<file path="src/design/mdl_pkg.sv">
// Shared types and constants for the modulated audio delay line.
// No dependencies; imported by every module of the block except mdl_ram.
package mdl_pkg;

  // Store geometry
  localparam int STORE_DEPTH = 524288;
  localparam int ADDR_W      = $clog2(STORE_DEPTH);

  // Field widths
  localparam int SAMPLE_W  = 24;
  localparam int KNOB_IN_W = 16;
  localparam int KNOB_W    = 24;
  localparam int RATE_W    = 18;
  localparam int NOTE_W    = 14;

  // Configuration port
  localparam int CFG_IDX_W  = 2;
  localparam int CFG_DATA_W = RATE_W;
  localparam logic [CFG_IDX_W-1:0] CFG_SAMPLE_RATE = CFG_IDX_W'(0);
  localparam logic [CFG_IDX_W-1:0] CFG_NOTE_LENGTH = CFG_IDX_W'(1);
  localparam logic [RATE_W-1:0] RATE_RESET = RATE_W'(48000);
  localparam logic [NOTE_W-1:0] NOTE_RESET = NOTE_W'(500);

  // Smoother and delay scaling
  localparam int KNOB_ALPHA    = 1678;
  localparam int MS_PER_SECOND = 1000;
  localparam int KNOB_SPAN     = 8;
  localparam int DIV_C         = MS_PER_SECOND / KNOB_SPAN;

  // Shared multiplier and reciprocal divide by DIV_C
  localparam int MUL_W       = 32;
  localparam int PROD_W      = 2 * MUL_W;
  localparam int SCALE_SHIFT = 24;
  localparam int RECIP_SHIFT = 38;
  localparam int Q_W         = PROD_W - RECIP_SHIFT;
  localparam logic [MUL_W-1:0] RECIP_M = MUL_W'((64'd1 << RECIP_SHIFT) / DIV_C);

  typedef enum logic [3:0] {
    ST_CLEAR,
    ST_IDLE,
    ST_SM_MUL,
    ST_SM_UPD,
    ST_SC_MUL,
    ST_RC_MUL,
    ST_CORR,
    ST_FIX,
    ST_RD,
    ST_OUT
  } state_t;

  typedef enum logic [2:0] {
    MUL_NONE,
    MUL_SMOOTH,
    MUL_SPAN,
    MUL_SCALE,
    MUL_RECIP,
    MUL_CORR
  } mul_op_t;

  typedef struct packed {
    logic    clr_en;
    logic    load;
    mul_op_t mul_op;
    logic    knob_upd;
    logic    delay_upd;
    logic    rd_issue;
    logic    out_load;
  } dp_cmd_t;

  typedef struct packed {
    logic clear_last;
  } dp_stat_t;

endpackage

</file>
<file path="src/design/mdl_ctrl.sv">
// Controller of the delay line: sequences clear pass, smoothing, delay maths
// and store read. Depends on mdl_pkg.
module mdl_ctrl (
  input  logic              clk,
  input  logic              rst,
  input  logic              in_valid,
  input  logic              out_ready,
  input  mdl_pkg::dp_stat_t stat,
  output logic              in_ready,
  output logic              out_valid,
  output mdl_pkg::dp_cmd_t  cmd
);
  import mdl_pkg::*;

  state_t state;
  state_t state_next;
  logic   out_free;

  assign out_free = !out_valid || out_ready;

  // State register
  always_ff @(posedge clk) begin
    if (rst) begin
      state <= ST_CLEAR;
    end else begin
      state <= state_next;
    end
  end

  // Next state
  always_comb begin
    state_next = state;
    unique case (state)
      ST_CLEAR:  if (stat.clear_last) state_next = ST_IDLE;
      ST_IDLE:   if (in_valid) state_next = ST_SM_MUL;
      ST_SM_MUL: state_next = ST_SM_UPD;
      ST_SM_UPD: state_next = ST_SC_MUL;
      ST_SC_MUL: state_next = ST_RC_MUL;
      ST_RC_MUL: state_next = ST_CORR;
      ST_CORR:   state_next = ST_FIX;
      ST_FIX:    state_next = ST_RD;
      ST_RD:     state_next = ST_OUT;
      ST_OUT:    if (out_free) state_next = ST_IDLE;
      default:   state_next = ST_CLEAR;
    endcase
  end

  // Datapath commands
  always_comb begin
    cmd        = '0;
    cmd.mul_op = MUL_NONE;
    in_ready   = 1'b0;
    unique case (state)
      ST_CLEAR:  cmd.clr_en = 1'b1;
      ST_IDLE: begin
        in_ready = 1'b1;
        cmd.load = in_valid;
      end
      ST_SM_MUL: cmd.mul_op = MUL_SMOOTH;
      ST_SM_UPD: begin
        cmd.knob_upd = 1'b1;
        cmd.mul_op   = MUL_SPAN;
      end
      ST_SC_MUL: cmd.mul_op = MUL_SCALE;
      ST_RC_MUL: cmd.mul_op = MUL_RECIP;
      ST_CORR:   cmd.mul_op = MUL_CORR;
      ST_FIX:    cmd.delay_upd = 1'b1;
      ST_RD:     cmd.rd_issue = 1'b1;
      ST_OUT:    cmd.out_load = out_free;
      default:   cmd = '0;
    endcase
  end

  // Result beat flag: set on load, drop when taken
  always_ff @(posedge clk) begin
    if (rst) begin
      out_valid <= 1'b0;
    end else if (cmd.out_load) begin
      out_valid <= 1'b1;
    end else if (out_ready) begin
      out_valid <= 1'b0;
    end
  end

endmodule

</file>
<file path="config.mk">
export PLATFORM = sky130hd
export DESIGN_NAME = mdl_ctrl
export DESIGN_NICKNAME = d
export VERILOG_FILES = /design/src/design/mdl_pkg.sv /design/src/design/mdl_ctrl.sv
export SDC_FILE = /design/constraint.sdc
export NUM_CORES = 1
export LEC_CHECK = 0
export ABC_AREA = 1
export ABC_CLOCK_PERIOD_IN_PS = 1000
export BUFFER_PORTS_ARGS = -buffer_cell sky130_fd_sc_hd__buf_2
export CAP_MARGIN = 40
export CORE_AREA = 2 2 39 41
export DETAILED_ROUTE_END_ITERATION = 6
export DIE_AREA = 0 0 41 43
export PLACE_DENSITY = 0.47
export SYNTH_ARGS = -nofsm -noshare
export SYNTH_HDL_FRONTEND = slang
export SYNTH_SLANG_ARGS = --single-unit
</file>
<file path="constraint.sdc">
create_clock -name clk -period 1 [get_ports clk]
set_input_delay 0.15 -clock clk [delete_from_list [all_inputs] [get_ports clk]]
set_output_delay 0.15 -clock clk [all_outputs]
set_load 0.005 [all_outputs]
</file>
---- Word level (Yosys, flattened, before mapping) ----
Cells that the tools add are included.
word-level totals
  bits in registers ....................... 5
  input port bits ......................... 5
  output and inout port bits .............. 11
  logic and storage cells ................. 33
operators by class
  equal/unequal tests ..................... 12
  muxes and demuxes ....................... 14
  reductions and logical operators ........ 5
operator list
  kind                                                              number
  4-bit case mux with 10 select lines                               1
  4-bit by 3-bit == test with 1-bit output (second input constant)  4
  3-bit case mux with 5 select lines                                1
  4-bit two-way mux                                                 3
  1-bit two-way mux                                                 9
  4-bit by 2-bit == test with 1-bit output (second input constant)  2
  4-bit == test (second input constant)                             2
  2-bit != test (second input constant)                             3
  4-bit by 1-bit == test with 1-bit output (second input constant)  1
  4-bit logical NOT                                                 1
  3-bit AND reduction                                               1
  2-bit nonzero test                                                1
  1-bit logical NOT                                                 1
  1-bit logical OR                                                  1

---- Logic depth before layout (Yosys ltp) ----
  depth after elaboration ................. 4
  gate-level depth with buffers ........... 7
  gate-level depth less buffers ........... 6

---- Least setup slack after synthesis ----
OpenSTA, ideal clock, no wires.
  path type ............................... register to register
  from .................................... reg state[1]
  to ...................................... reg state[0]
  setup time .............................. 0.114 ns
  arrival time ............................ 0.804 ns
  required time ........................... 0.886 ns
  setup slack ............................. 0.083 ns
  stages on the path, launching flop included .. 5
  buffers on the path ..................... 0
  clock period less this slack ............ 0.917 ns
  path through ............................ dfxtp_1 nor2_1 nand3b_1 a21oi_1 nor2_1
on the way
  word-level cells in the longest chain between the ends .. 3
  elaborated cells between the ends (all ways) .. 15
  classes of those cells .................. eq/ne (12); mux (1); reduce/logical (2)
RTL lines
  element                                RTL line        text
  start: declaration                     mdl_ctrl.sv:15  state_t state;
  start signal: assignment               mdl_ctrl.sv:26  state <= state_next;
  4-bit == test (tied with other cells)  mdl_ctrl.sv:33  unique case (state)
  2-bit != test (no line)                --
  3-bit AND reduction (no line)          --
Several ways; a longest one is shown, not always the timed one.
A chain may end at the register's enable or synchronous reset.

==> out/qor.csv <==
stage,metric,value,unit
synthesis,"EDFF count, synth",0,
synthesis,Main synth FF type,dfxtp_1,
floorplanning,Initial Utilization,24.3,%
synthesis,fraction of registers with async set/reset,0,%
critical_path,R2R depth,7,
floorplanning,Rows,14,
critical_path,endpoint class of the critical path,output port,
finish,Filler Cell Count,154,
critical_path,CP startpoint kind,register,
cts,Worst-path clk slew,0.04,ns
cts,CTS tree,yes,
sta,Clock Skews,0.00326,ns
power_and_ir_drop,Lkg Pwr,0.317,nW
sta,Period minus WS final,1.21,ns
global_routing,largest net degree at the start of global routing,8,
cts,later-pin clock latency in the skew report,0.24,ns
finish,Area Growth Syn to Fin,61.0,%
critical_path,Crit Path Class,reg -> out,
global_routing,first-pass GRT wire length,1260,um
route,Vias/cell,4.25,
sta,"Hold Violations, Final",0,
critical_path,maximum fanout along the worst path,6,
sta,fmax,0.825,GHz
cts,CTS buffer count,3,
route,Routed Antenna Nets,0,
synthesis,Area contributors post-synth,"dfxtp_1 30%, inv_1 12%, nor2_1 12%",
finish,FF+latch area,115,sq um
floorplanning,Boundary Pins,16,
synthesis,"top cells by count, synth","11 x inv_1, 11 x nor2_1, 8 x nand2_1",
status,status,"complete, but fails checks",
sta,Setup-failing EPs final,13,
placed_design,placed insts,88,
global_routing,GRT Total Usage,11.0,%
route,vias post-DR,408,
finish,area occupied by multi-input gates,200,sq um
placed_design,IO Port Bufs,15,
sta,fin worst setup slack,-0.212,ns
synthesis,sequential fraction of the synthesis area,29.7,%
power_and_ir_drop,VDD IR max,843,uV
synthesis,mapped cell area,337,sq um
synthesis,post-synth top area cell,dfxtp_1,
floorplanning,core area,1380,sq um
critical_path,CP arrival,1.06,ns
placed_design,Detail Placement HPWL,628,um
power_and_ir_drop,PwrDens,1290,nW/um^2
floorplanning,Die Height,43,um
cts,Sink Count,5,
route,DRT iter0 DRCs,3,
placed_design,Routability Congestion,0.740,
synthesis,"Warnings, synthesis",0,
route,final wirelength,869,um
global_routing,grt ovf,0,
sta,Max transition margin,84.5,%
sta,unrepaired setup endpoints after global routing,yes,
worst_hold_path,hold path cells,2,
route,Pre-antenna DRT Iters,4,
finish,fraction of layout cells with a size suffix above 1,52.5,%
route,per-cell routed wire length,9.05,um
floorplanning,die width,41,um
synthesis,Synth cell types,15,
worst_hold_path,worst hold path class,in -> reg,
finish,diode count,0,
placed_design,Place WS,-0.0463,ns
finish,post-layout util,39.2,%
synthesis,Synth Register Bits,5,
sta,Worst Tran Pin Value,0.232,ns
status,failing checks,setup timing,
critical_path,Critical Path RT,0.85,ns
cts,Max Root-Sink Buffers,2,
finish,fin nets,86,
sta,crit share post-route,121,%
synthesis,top-area cell type share of the netlist area,29.7,%
sta,Hold WS,0.125,ns
finish,Final Instance Area,542,sq um
flow_run,max_cap viols,0,
finish,Non-Filler Instances,96,
sta,fin. max-slew vios,0,
cts,H-tree levels,1,
route,residual DRC count,0,
synthesis,Syn Nets,59,
global_routing,number of antenna violations at the first check in global routing,0,
cts,clock root cell,clkbuf_4,
global_routing,vias in the first global route,320,
synthesis,Syn Inst Count,54,
cts,# hold bufs at CTS,0,
synthesis,synthesized area per cell,6.23,sq um
placed_design,Area after DPL,450,sq um
floorplanning,Die Area,1760,sq um
[stage by stage]
stage | total power [mW] | TNS, ns
6_report | 0.701 | -2.21
5_1_grt | 0.756 | -3.11
4_1_cts | 0.688 | -2.31
3_5_place_dp | 0.416 | -0.161
3_3_place_gp | 0.419 | -0.268
2_1_floorplan | 0.329 | 0
[power by group]
part,leakage (nW),switching [mW],internal [mW]
registers,0.0436,0.0247,0.212
clock network,0.0150,0.0846,0.151
logic,0.259,0.106,0.123
[final timing paths]
path	start	slack [ns]	to
setup / recovery	state[1]	-0.21	cmd[7]
hold / removal	rst	0.13	state[3]
setup reg to reg	state[1]	-0.14	state[0]
hold reg to reg	state[2]	0.57	state[2]
[critical path: stages (launching register included)]
cell	delay, ns
dfxtp_4	0.36
nor2_4	0.18
nand2_1	0.09
nor2_1	0.08
buf_2	0.11
[routing by layer]
| metal | track usage, % | share of wire (%) |
|---|---|---|
| met5 | 0 | 0 |
| met2 | 14.7 | 50 |
| met4 | 6.00 | 0 |
| met3 | 6.28 | 7.2 |
| met1 | 13.5 | 42 |
[layout make-up]
| class | instances | area share (%) |
|---|---|---|
| sequential | 5 | 21.2 |
| clock buffer | 4 | 4.85 |
| tap | 16 | 3.70 |
| inverter | 12 | 8.31 |
| timing repair buffer | 23 | 24.9 |
| multi-input combinational | 36 | 37.0 |
[flip-flops by register name (all words and copies together), names as in the netlist]
signal / flops
out_valid: 1
state: 4
[cell families (layout without fill, tap and decap cells)]
| group | count (synthesis) | count (layout) | synth area share [%] |
|---|---|---|---|
| and+or+nand+nor | 33 | 33 | 48.7 |
| buffers and inverters | 13 | 39 | 16.7 |
| DFF | 5 | 5 | 29.7 |
| AOI/OAI and AO/OA | 3 | 3 | 4.83 |
[repair_timing]
item	in CTS	in global routing
setup endpoints to repair	12	13
resized for setup	11	4
setup buffers	2	2
pin swaps	1	1
gates cloned	0	0
[placed cells by master, fill, tap and decap left out, types with 2 or more instances in the layout]
master | netlist | final
buf_2 | 0 | 15
inv_1 | 11 | 9
nor2_1 | 11 | 9
nand2_1 | 8 | 8
buf_4 | 0 | 8
nand3_1 | 5 | 4
dfxtp_4 | 0 | 4
inv_2 | 1 | 3
nor2_4 | 2 | 3
clkbuf_4 | 0 | 3
nor2_2 | 1 | 2
nand3_2 | 1 | 2
nor3_1 | 3 | 2
a21oi_1 | 2 | 2
Note: power is estimated with default switching activity, not from simulation.
